## src/design/tepe_pkg.sv

```systemverilog
package tepe_pkg;

    // Event fields and limits
    localparam int NUM_VALUE_FIELDS = 4;
    localparam int MAX_VALUES       = 4;
    localparam int EFF_MAX_VALUES   = (MAX_VALUES < NUM_VALUE_FIELDS) ? MAX_VALUES
                                                                      : NUM_VALUE_FIELDS;
    localparam int SHORT_ID_LIMIT   = 24;
    localparam int LONG_ID_MAX      = 127;

    // Varint coding
    localparam logic [7:0] VARINT_MASK  = 8'h7F;
    localparam logic [7:0] CONT_BIT     = 8'h80;
    localparam int         VARINT_SHIFT = 7;

    // Widths of the length bookkeeping
    localparam int VLEN_W  = 3;    // bytes of one 32-bit varint, 1..5
    localparam int PLEN_W  = 6;    // payload bytes
    localparam int OLEN_W  = 4;    // overflow packet bytes
    localparam int ELEN_W  = 7;    // event packet bytes
    localparam int IDX_W   = 3;    // length slots and value index

    // Length slots walked by the shared length unit
    localparam logic [IDX_W-1:0] SLOT_DELTA   = 3'd4;
    localparam logic [IDX_W-1:0] SLOT_DROPPED = 3'd5;
    localparam logic [IDX_W-1:0] SLOT_DROPINC = 3'd6;

    // Configuration register indexes
    localparam int CFG_INDEX_W = 2;
    localparam logic [CFG_INDEX_W-1:0] REG_TRACING_ON   = 2'd0;
    localparam logic [CFG_INDEX_W-1:0] REG_CLASS_MASK   = 2'd1;
    localparam logic [CFG_INDEX_W-1:0] REG_OVERFLOW_ID  = 2'd2;

    typedef enum logic [3:0] {
        S_IDLE,
        S_LEN,
        S_CHECK,
        S_DECIDE,
        S_OVF_HDR,
        S_OVF_CNT,
        S_OVF_DLT,
        S_EVT_HDR,
        S_EVT_LOAD,
        S_EVT_VAL,
        S_EVT_DLT
    } state_t;

endpackage

```

## src/design/trace_event_packet_encoder_top.sv

```systemverilog
// Flow: an enabled item is accepted, S_LEN sizes its varints, S_CHECK and S_DECIDE
//   choose the packets, then the first byte is offered; filtered items stay idle.
// Throughput: one byte per cycle while out_stall is low, plus an S_EVT_LOAD step
//   per payload value; input is ready again the cycle after the last byte.
// The shared varint length unit and the single 7-bit serializer set this pace.
// Reset (rst_n low, asynchronous): idle, tracing off, overflow id 1, counters cleared.
module trace_event_packet_encoder_top
(
    input  logic        clk,
    input  logic        rst_n,

    input  logic        in_valid,
    output logic        in_stall,
    input  logic [7:0]  event_id,
    input  logic [2:0]  event_class,
    input  logic [2:0]  value_count,
    input  logic [31:0] value_a,
    input  logic [31:0] value_b,
    input  logic [31:0] value_c,
    input  logic [31:0] value_d,
    input  logic [31:0] timestamp,
    input  logic [15:0] fifo_space,

    output logic        out_valid,
    input  logic        out_stall,
    output logic [7:0]  out_byte,
    output logic        is_overflow_packet,
    output logic        last_byte,

    input  logic                                cfg_valid,
    output logic                                cfg_ready,
    input  logic [tepe_pkg::CFG_INDEX_W-1:0]    cfg_index,
    input  logic [31:0]                         cfg_data
);

    // Control state
    tepe_pkg::state_t state_reg, state_next;
    logic        tracing_on_reg;
    logic [7:0]  class_mask_reg;
    logic [4:0]  ovf_id_reg;
    logic        pending_reg, pending_next;
    logic [31:0] dropped_reg, dropped_next;
    logic [31:0] last_ts_reg, last_ts_next;
    logic [tepe_pkg::IDX_W-1:0] idx_reg, idx_next;
    logic        do_evt_reg, do_evt_next;
    logic        do_ovf2_reg, do_ovf2_next;
    logic        cur_ovf2_reg, cur_ovf2_next;

    // Item payload and working registers
    logic [7:0]  id_reg, id_next;
    logic [2:0]  cnt_reg, cnt_next;
    logic [31:0] val_reg [tepe_pkg::NUM_VALUE_FIELDS];
    logic [31:0] ts_reg, ts_next;
    logic [15:0] space_reg, space_next;
    logic [31:0] delta_reg, delta_next;
    logic [31:0] dcnt_reg, dcnt_next;
    logic [31:0] dinc_reg, dinc_next;
    logic        pend_snap_reg, pend_snap_next;
    logic [tepe_pkg::PLEN_W-1:0] plen_reg, plen_next;
    logic [tepe_pkg::VLEN_W-1:0] dlen_reg, dlen_next;
    logic [tepe_pkg::VLEN_W-1:0] clen_reg, clen_next;
    logic [tepe_pkg::VLEN_W-1:0] ilen_reg, ilen_next;
    logic        ok1_reg, ok1_next;
    logic [31:0] ser_reg, ser_next;

    // Combinational helpers
    logic        accept;
    logic        step;
    logic        enabled;
    logic [2:0]  cnt_clamped;
    logic [31:0] val_rd;
    logic [31:0] vlen_op;
    logic [tepe_pkg::VLEN_W-1:0] vlen;
    logic        ser_done;
    logic [7:0]  var_byte;
    logic [7:0]  hdr_byte;
    logic [1:0]  hdr_len;
    logic        hdr_last;
    logic        id_short;
    logic        id_two;
    logic [tepe_pkg::ELEN_W-1:0] evt_len;
    logic [tepe_pkg::OLEN_W-1:0] olen1;
    logic [tepe_pkg::OLEN_W-1:0] olen2;
    logic        evt_ok;
    logic        ovf2_ok;
    logic        skip_evt;
    logic        more_vals;
    logic [31:0] ovf_cnt_op;
    logic [31:0] ovf_dlt_op;

    // Handshakes
    assign in_stall  = (state_reg != tepe_pkg::S_IDLE);
    assign accept    = in_valid && !in_stall;
    assign step      = out_valid && !out_stall;
    assign cfg_ready = 1'b1;

    // Filter and clamp at acceptance
    assign enabled     = tracing_on_reg && !class_mask_reg[event_class];
    assign cnt_clamped = (value_count > 3'(tepe_pkg::EFF_MAX_VALUES))
                         ? 3'(tepe_pkg::EFF_MAX_VALUES) : value_count;

    // Shared length unit operand: values, delta, dropped, dropped plus one
    assign val_rd = val_reg[idx_reg[1:0]];

    always_comb
    begin
        unique case (idx_reg)
            tepe_pkg::SLOT_DELTA:   vlen_op = delta_reg;
            tepe_pkg::SLOT_DROPPED: vlen_op = dcnt_reg;
            tepe_pkg::SLOT_DROPINC: vlen_op = dinc_reg;
            default:                vlen_op = val_rd;
        endcase
    end

    tepe_vlen u_vlen
    (
        .value  (vlen_op),
        .nbytes (vlen)
    );

    // Serializer byte
    assign ser_done = (ser_reg[31:tepe_pkg::VARINT_SHIFT] == '0);
    assign var_byte = (ser_reg[7:0] & tepe_pkg::VARINT_MASK)
                      | (ser_done ? 8'h00 : tepe_pkg::CONT_BIT);

    // Event header
    assign id_short = (id_reg < 8'(tepe_pkg::SHORT_ID_LIMIT));
    assign id_two   = (id_reg > 8'(tepe_pkg::LONG_ID_MAX));
    assign hdr_len  = id_short ? 2'd1 : (id_two ? 2'd3 : 2'd2);
    assign hdr_last = (idx_reg == {1'b0, hdr_len - 2'd1});

    always_comb
    begin
        if (id_short)
        begin
            hdr_byte = id_reg;
        end
        else if (id_two)
        begin
            unique case (idx_reg[1:0])
                2'd0:    hdr_byte = id_reg | tepe_pkg::CONT_BIT;
                2'd1:    hdr_byte = 8'(id_reg >> tepe_pkg::VARINT_SHIFT);
                default: hdr_byte = {2'b00, plen_reg};
            endcase
        end
        else
        begin
            hdr_byte = (idx_reg[1:0] == 2'd0) ? id_reg : {2'b00, plen_reg};
        end
    end

    // Packet lengths and fit decisions
    assign evt_len  = 7'(hdr_len) + 7'(plen_reg) + 7'(dlen_reg);
    assign olen1    = 4'd1 + 4'(clen_reg) + 4'(dlen_reg);
    assign olen2    = pend_snap_reg ? 4'd3 : (4'd1 + 4'(ilen_reg) + 4'(dlen_reg));
    assign evt_ok   = (space_reg > 16'(evt_len));
    assign ovf2_ok  = (space_reg > 16'(olen2));
    assign skip_evt = pend_snap_reg && !ok1_reg;
    assign more_vals = ({1'b0, idx_reg[1:0]} + 3'd1) < cnt_reg;

    // Overflow packet operands: a retry after a flush sends count one, delta zero
    assign ovf_cnt_op = cur_ovf2_reg ? (pend_snap_reg ? 32'd1 : dinc_reg) : dcnt_reg;
    assign ovf_dlt_op = (cur_ovf2_reg && pend_snap_reg) ? 32'd0 : delta_reg;

    // Next state
    always_comb
    begin
        state_next = state_reg;
        unique case (state_reg)
            tepe_pkg::S_IDLE:
            begin
                if (accept && enabled)
                begin
                    state_next = tepe_pkg::S_LEN;
                end
            end
            tepe_pkg::S_LEN:
            begin
                if (idx_reg == tepe_pkg::SLOT_DROPINC)
                begin
                    state_next = tepe_pkg::S_CHECK;
                end
            end
            tepe_pkg::S_CHECK:
            begin
                state_next = tepe_pkg::S_DECIDE;
            end
            tepe_pkg::S_DECIDE:
            begin
                priority if (skip_evt)
                begin
                    state_next = tepe_pkg::S_IDLE;
                end
                else if (pend_snap_reg)
                begin
                    state_next = tepe_pkg::S_OVF_HDR;
                end
                else if (evt_ok)
                begin
                    state_next = tepe_pkg::S_EVT_HDR;
                end
                else if (ovf2_ok)
                begin
                    state_next = tepe_pkg::S_OVF_HDR;
                end
                else
                begin
                    state_next = tepe_pkg::S_IDLE;
                end
            end
            tepe_pkg::S_OVF_HDR:
            begin
                if (step)
                begin
                    state_next = tepe_pkg::S_OVF_CNT;
                end
            end
            tepe_pkg::S_OVF_CNT:
            begin
                if (step && ser_done)
                begin
                    state_next = tepe_pkg::S_OVF_DLT;
                end
            end
            tepe_pkg::S_OVF_DLT:
            begin
                if (step && ser_done)
                begin
                    priority if (cur_ovf2_reg)
                    begin
                        state_next = tepe_pkg::S_IDLE;
                    end
                    else if (do_evt_reg)
                    begin
                        state_next = tepe_pkg::S_EVT_HDR;
                    end
                    else if (do_ovf2_reg)
                    begin
                        state_next = tepe_pkg::S_OVF_HDR;
                    end
                    else
                    begin
                        state_next = tepe_pkg::S_IDLE;
                    end
                end
            end
            tepe_pkg::S_EVT_HDR:
            begin
                if (step && hdr_last)
                begin
                    state_next = (cnt_reg != '0) ? tepe_pkg::S_EVT_LOAD : tepe_pkg::S_EVT_DLT;
                end
            end
            tepe_pkg::S_EVT_LOAD:
            begin
                state_next = tepe_pkg::S_EVT_VAL;
            end
            tepe_pkg::S_EVT_VAL:
            begin
                if (step && ser_done)
                begin
                    state_next = more_vals ? tepe_pkg::S_EVT_LOAD : tepe_pkg::S_EVT_DLT;
                end
            end
            tepe_pkg::S_EVT_DLT:
            begin
                if (step && ser_done)
                begin
                    state_next = tepe_pkg::S_IDLE;
                end
            end
            default:
            begin
                state_next = tepe_pkg::S_IDLE;
            end
        endcase
    end

    // Outputs
    always_comb
    begin
        out_valid          = 1'b0;
        out_byte           = var_byte;
        is_overflow_packet = 1'b0;
        last_byte          = 1'b0;
        unique case (state_reg)
            tepe_pkg::S_OVF_HDR:
            begin
                out_valid          = 1'b1;
                out_byte           = {3'b000, ovf_id_reg};
                is_overflow_packet = 1'b1;
            end
            tepe_pkg::S_OVF_CNT:
            begin
                out_valid          = 1'b1;
                is_overflow_packet = 1'b1;
            end
            tepe_pkg::S_OVF_DLT:
            begin
                out_valid          = 1'b1;
                is_overflow_packet = 1'b1;
                last_byte          = ser_done
                                     && (cur_ovf2_reg || (!do_evt_reg && !do_ovf2_reg));
            end
            tepe_pkg::S_EVT_HDR:
            begin
                out_valid = 1'b1;
                out_byte  = hdr_byte;
            end
            tepe_pkg::S_EVT_VAL:
            begin
                out_valid = 1'b1;
            end
            tepe_pkg::S_EVT_DLT:
            begin
                out_valid = 1'b1;
                last_byte = ser_done;
            end
            default:
            begin
                out_valid = 1'b0;
            end
        endcase
    end

    // Datapath and bookkeeping
    always_comb
    begin
        pending_next   = pending_reg;
        dropped_next   = dropped_reg;
        last_ts_next   = last_ts_reg;
        idx_next       = idx_reg;
        do_evt_next    = do_evt_reg;
        do_ovf2_next   = do_ovf2_reg;
        cur_ovf2_next  = cur_ovf2_reg;
        id_next        = id_reg;
        cnt_next       = cnt_reg;
        ts_next        = ts_reg;
        space_next     = space_reg;
        delta_next     = delta_reg;
        dcnt_next      = dcnt_reg;
        dinc_next      = dinc_reg;
        pend_snap_next = pend_snap_reg;
        plen_next      = plen_reg;
        dlen_next      = dlen_reg;
        clen_next      = clen_reg;
        ilen_next      = ilen_reg;
        ok1_next       = ok1_reg;
        ser_next       = ser_reg;

        unique case (state_reg)
            tepe_pkg::S_IDLE:
            begin
                // Capture the item and the state it sees
                if (accept)
                begin
                    id_next        = event_id;
                    cnt_next       = cnt_clamped;
                    ts_next        = timestamp;
                    space_next     = fifo_space;
                    delta_next     = timestamp - last_ts_reg;
                    dcnt_next      = dropped_reg;
                    dinc_next      = dropped_reg + 32'd1;
                    pend_snap_next = pending_reg;
                    plen_next      = '0;
                    idx_next       = '0;
                end
            end
            tepe_pkg::S_LEN:
            begin
                // Accumulate varint lengths, one operand per cycle
                if (idx_reg < cnt_reg)
                begin
                    plen_next = plen_reg + tepe_pkg::PLEN_W'(vlen);
                end
                if (idx_reg == tepe_pkg::SLOT_DELTA)
                begin
                    dlen_next = vlen;
                end
                if (idx_reg == tepe_pkg::SLOT_DROPPED)
                begin
                    clen_next = vlen;
                end
                if (idx_reg == tepe_pkg::SLOT_DROPINC)
                begin
                    ilen_next = vlen;
                end
                idx_next = idx_reg + 3'd1;
            end
            tepe_pkg::S_CHECK:
            begin
                // Try the pending overflow packet and take its bytes off the space
                ok1_next = (space_reg > 16'(olen1));
                if (pend_snap_reg)
                begin
                    space_next = space_reg - 16'(olen1);
                end
            end
            tepe_pkg::S_DECIDE:
            begin
                idx_next      = '0;
                cur_ovf2_next = !pend_snap_reg;
                do_evt_next   = evt_ok;
                do_ovf2_next  = !evt_ok && ovf2_ok;
                priority if (skip_evt)
                begin
                    // Drop the event, keep the timestamp base
                    dropped_next = dinc_reg;
                    do_evt_next  = 1'b0;
                    do_ovf2_next = 1'b0;
                end
                else
                begin
                    last_ts_next = ts_reg;
                    pending_next = !evt_ok && !ovf2_ok;
                    if (evt_ok)
                    begin
                        dropped_next = pend_snap_reg ? 32'd0 : dropped_reg;
                    end
                    else if (ovf2_ok)
                    begin
                        dropped_next = 32'd0;
                    end
                    else
                    begin
                        dropped_next = pend_snap_reg ? 32'd2 : (dinc_reg + 32'd1);
                    end
                end
            end
            tepe_pkg::S_OVF_HDR:
            begin
                if (step)
                begin
                    ser_next = ovf_cnt_op;
                end
            end
            tepe_pkg::S_OVF_CNT:
            begin
                if (step)
                begin
                    ser_next = ser_done ? ovf_dlt_op : (ser_reg >> tepe_pkg::VARINT_SHIFT);
                end
            end
            tepe_pkg::S_OVF_DLT:
            begin
                if (step)
                begin
                    ser_next = ser_reg >> tepe_pkg::VARINT_SHIFT;
                    if (ser_done && !cur_ovf2_reg && !do_evt_reg && do_ovf2_reg)
                    begin
                        cur_ovf2_next = 1'b1;
                    end
                end
            end
            tepe_pkg::S_EVT_HDR:
            begin
                if (step)
                begin
                    idx_next = hdr_last ? '0 : (idx_reg + 3'd1);
                    if (hdr_last && (cnt_reg == '0))
                    begin
                        ser_next = delta_reg;
                    end
                end
            end
            tepe_pkg::S_EVT_LOAD:
            begin
                ser_next = val_rd;
            end
            tepe_pkg::S_EVT_VAL:
            begin
                if (step)
                begin
                    if (ser_done)
                    begin
                        idx_next = idx_reg + 3'd1;
                        ser_next = delta_reg;
                    end
                    else
                    begin
                        ser_next = ser_reg >> tepe_pkg::VARINT_SHIFT;
                    end
                end
            end
            tepe_pkg::S_EVT_DLT:
            begin
                if (step)
                begin
                    ser_next = ser_reg >> tepe_pkg::VARINT_SHIFT;
                end
            end
            default:
            begin
                idx_next = '0;
            end
        endcase
    end

    // Control registers
    always_ff @(posedge clk or negedge rst_n)
    begin
        if (!rst_n)
        begin
            state_reg      <= tepe_pkg::S_IDLE;
            tracing_on_reg <= 1'b0;
            class_mask_reg <= '0;
            ovf_id_reg     <= 5'd1;
            pending_reg    <= 1'b0;
            dropped_reg    <= '0;
            last_ts_reg    <= '0;
            idx_reg        <= '0;
            do_evt_reg     <= 1'b0;
            do_ovf2_reg    <= 1'b0;
            cur_ovf2_reg   <= 1'b0;
        end
        else
        begin
            state_reg    <= state_next;
            pending_reg  <= pending_next;
            dropped_reg  <= dropped_next;
            last_ts_reg  <= last_ts_next;
            idx_reg      <= idx_next;
            do_evt_reg   <= do_evt_next;
            do_ovf2_reg  <= do_ovf2_next;
            cur_ovf2_reg <= cur_ovf2_next;
            // Take configuration writes
            if (cfg_valid && cfg_ready)
            begin
                unique case (cfg_index)
                    tepe_pkg::REG_TRACING_ON:  tracing_on_reg <= cfg_data[0];
                    tepe_pkg::REG_CLASS_MASK:  class_mask_reg <= cfg_data[7:0];
                    tepe_pkg::REG_OVERFLOW_ID: ovf_id_reg     <= cfg_data[4:0];
                    default:                   ovf_id_reg     <= ovf_id_reg;
                endcase
            end
        end
    end

    // Payload registers
    always_ff @(posedge clk)
    begin
        id_reg        <= id_next;
        cnt_reg       <= cnt_next;
        ts_reg        <= ts_next;
        space_reg     <= space_next;
        delta_reg     <= delta_next;
        dcnt_reg      <= dcnt_next;
        dinc_reg      <= dinc_next;
        pend_snap_reg <= pend_snap_next;
        plen_reg      <= plen_next;
        dlen_reg      <= dlen_next;
        clen_reg      <= clen_next;
        ilen_reg      <= ilen_next;
        ok1_reg       <= ok1_next;
        ser_reg       <= ser_next;
        if (accept)
        begin
            val_reg[0] <= value_a;
            val_reg[1] <= value_b;
            val_reg[2] <= value_c;
            val_reg[3] <= value_d;
        end
    end

    // No input is taken while bytes are offered
    a_busy_while_emitting: assert property (@(posedge clk) disable iff (!rst_n)
        out_valid |-> in_stall)
        else $error("input accepted while a packet is being emitted");

    // Outside overflow mode nothing is counted as dropped
    a_dropped_only_in_overflow: assert property (@(posedge clk) disable iff (!rst_n)
        !pending_reg |-> (dropped_reg == 32'd0))
        else $error("dropped count nonzero in normal mode");

    // The drop counter moves only on the decision cycle
    a_dropped_at_decide: assert property (@(posedge clk) disable iff (!rst_n)
        (dropped_reg != $past(dropped_reg)) |-> ($past(state_reg) == tepe_pkg::S_DECIDE))
        else $error("dropped count changed outside the decision cycle");

    // The final byte of an item ends the output burst
    a_last_ends_burst: assert property (@(posedge clk) disable iff (!rst_n)
        (out_valid && !out_stall && last_byte) |=> !out_valid)
        else $error("output continues after the last byte");

endmodule

```

## src/design/tepe_vlen.sv

```systemverilog
module tepe_vlen
(
    input  logic [31:0]                  value,
    output logic [tepe_pkg::VLEN_W-1:0]  nbytes
);

    // Count the 7-bit groups up to the highest set one
    always_comb
    begin
        priority if (value[31:28] != '0)
        begin
            nbytes = 3'd5;
        end
        else if (value[27:21] != '0)
        begin
            nbytes = 3'd4;
        end
        else if (value[20:14] != '0)
        begin
            nbytes = 3'd3;
        end
        else if (value[13:7] != '0)
        begin
            nbytes = 3'd2;
        end
        else
        begin
            nbytes = 3'd1;
        end
    end

endmodule

```

## config.mk

```make
export PLATFORM = sky130hd
export DESIGN_NAME = trace_event_packet_encoder_top
export DESIGN_NICKNAME = d
export VERILOG_FILES = /design/src/design/tepe_pkg.sv /design/src/design/trace_event_packet_encoder_top.sv /design/src/design/tepe_vlen.sv
export SDC_FILE = /design/constraint.sdc
export NUM_CORES = 1
export LEC_CHECK = 0
export ABC_AREA = 0
export BUFFER_PORTS_ARGS = -buffer_cell sky130_fd_sc_hd__buf_2
export CAP_MARGIN = 5
export CORE_ASPECT_RATIO = 0.75
export CORE_MARGIN = 5
export CORE_UTILIZATION = 40
export CTS_CLUSTER_SIZE = 20
export DETAILED_ROUTE_END_ITERATION = 10
export SLEW_MARGIN = 20
export SYNTH_ARGS = -nofsm -noshare
export SYNTH_HDL_FRONTEND = slang
export SYNTH_HIERARCHICAL = 1
export SYNTH_SLANG_ARGS = --single-unit
```

## constraint.sdc

```tcl
create_clock -name clk -period 15.6 [get_ports clk]
set_input_delay 3.12 -clock clk [delete_from_list [all_inputs] [get_ports clk]]
set_output_delay 3.12 -clock clk [all_outputs]
set_load 0.01 [all_outputs]
```

==> impl_metrics.toml <==
[run_status]
status = "finished clean"

[power]
power.share.clock_pct = 22.5
total_power_w = 0.00461
p_comb_share_pct = 37.0
leakage_nw = 9.20
powerDensity_mw_per_mm2 = 188
cellInternalPower_w = 0.00291
switching_power_w = 0.00170
p_sw_share_pct = 37.0
ir_worst_vdd_mv = 0.111
p_seq_share_pct = 40.5

[sta]
worst_slack_ns = 9.54
setup_viol = 0
finClkSkew_ns = 0.0235
final_max_slew_viol_count = 0
fin_crit_sh_pct = 38.9
rsz0062_at_grt = "false"
fin_tns_setup_ns = 0
fmax_ghz = 0.165
finalHoldViolations = 0
period_needed_ns = 6.06
slew_headroom_pct = 24.2
worst_pin_slew_ns = 1.13

[global_route]
grt-ovfl-total = 0
antenna_found_initial = 1
grt_pass1_wl_um = 87200
track_usage_pct = 18.6
grt_max_degree = 85
grt_pass1_vias = 15300

[logic_synthesis]
synth_area_mm2 = 0.0214
syn_avg_cell_area_um2 = 12.1
netlist_instances = 1764
syn_nets = 2070
yosysWarnings = 6

[worst_setup_path]
path_delay_family = "simple AND/OR/NAND/NOR gates"
path_cells = "nor4_1, and4_1, nand4_1, inv_1, o21ai_0, a22o_1, buf_2"
critPathKind = "reg -> out"
critPathRequiredTime_ns = 12.48
critPathMaxFanout = 7
cp.arrival_ns = 2.94
crit_slowest_cell = "nor4_1"
worst-path-buf-inv = 2
end_kind = "primary output"
r2r_slack_ns = 9.77
worstSetupStartpointType = "flop"
cp_slowest_stage_delay_ns = 0.46

[clock_tree]
cts_buffer_depth = 3
cts_buffers = 45
post_cts.repair.setup_buffers = 0
cts_resized = 0
cts_root_buf = "clkbuf_16"
cts_hold_buf = 0
clk_pin_slew_ns = 0.06
cts_tree = "done"
htree_levels = 2
clk_latency_ns = 0.58
clock-sinks = 421

[placement]
pre_cts_slack_ns = 9.76
dp_hpwl_um = 40300
post-place-cells = 2607
io_buffers = 216
place_congestion = 0.880

[die]
ios = 242
die_h_um = 210
initial_utilization_pct = 40.4
core_area_mm2 = 0.0530
fp.dieW_um = 277
die_area_mm2 = 0.0583
fp-row-count = 73

[routing]
via_count = 15400
drtAntennaViolNets = 0
drt-total-wl_um = 55600
wl_per_cell_um = 20.7
first_iter_violations = 1356
dr.pass1.iters = 5
viasPerCell = 5.70
route.detailed.drc = 0

[final_layout]
final_cells = 2691
layout.nets = 2248
largest_reg_flops = 128
diodes = 0
area_growth_pct = 14.9
drive_gt1_share_pct = 21.5

[run]
max_cap_viol_count = 0

[hold_path]
hp-class = "reg -> reg"
==> cell type report <==
type / instances / area [um2]
timing repair buffer: 238 / 1250
clock buffer: 66 / 1290
inverter: 84 / 315
tap: 712 / 891
multi-input combinational: 1152 / 8500
fill: 4816 / 28400
clock inverter: 18 / 143
sequential: 421 / 12200
==> stage by stage <==
stage / hold WS (ns) / util [%] / cell area, um2
6_report: 0.450 / 46.4 / 24600
5_1_grt: 0.466 / 46.4 / 24600
4_1_cts: 0.451 / 46.4 / 24600
3_5_place_dp: 0.435 / 43.7 / 23200
3_3_place_gp: 0.430 / 43.7 / 23200
2_1_floorplan: 0.423 / - / 21400
==> cells in the final DEF (no fill, tap or decap), types with 20 or more instances in the layout <==
cell type,count
edfxtp_1,332
buf_2,215
nand2_1,144
nor2_1,100
a21oi_1,98
dfrtp_1,86
inv_1,84
o21ai_0,73
ha_1,69
a221oi_1,63
xnor2_1,61
mux2_2,49
clkbuf_16,46
nand3_1,42
xor2_1,35
mux4_2,34
a21o_1,27
nand4_1,26
a31oi_1,25
a22o_1,24
nor3_1,24
a22oi_1,24
buf_4,23
nor2b_1,21
and3_1,21
a221o_1,20
==> final timing paths <==
path	cells past startpoint	endpoint	from
max	7	out_byte[7]	ser_reg[9]$_DFFE_PP_
min	0	pend_snap_reg$_DFFE_PP_	pending_reg$_DFFE_PN0P_
max reg2reg	16	plen_reg[4]$_SDFFCE_PP0P_	idx_reg[0]$_DFFE_PN0P_
min reg2reg	0	pend_snap_reg$_DFFE_PP_	pending_reg$_DFFE_PN0P_
max in group asynchronous	2	dropped_reg[30]$_DFFE_PN0P_	rst_n
min in group asynchronous	1	last_ts_reg[3]$_DFFE_PN0P_	rst_n
==> power groups by stage <==
| stage | clock (W) | combinational (W) | sequential [W] |
|---|---|---|---|
| 2_1_floorplan | 0 | 0.00129 | 0.00183 |
| 3_3_place_gp | 0 | 0.00165 | 0.00188 |
| 3_5_place_dp | 0 | 0.00169 | 0.00189 |
| 4_1_cts | 0.00106 | 0.00170 | 0.00187 |
| 5_1_grt | 0.00111 | 0.00189 | 0.00190 |
| 6_report | 0.00104 | 0.00171 | 0.00187 |
==> layer usage <==
layer  vias to the layer above  GRT usage, %  wire length, um
met2                       545          28.1            24300
met3                        88          4.38             4230
li1                       7089             -                -
met5                         -             0               13
met1                      7627          27.8            26200
met4                         2          3.73              924
Power figures use the tool's default switching activity.
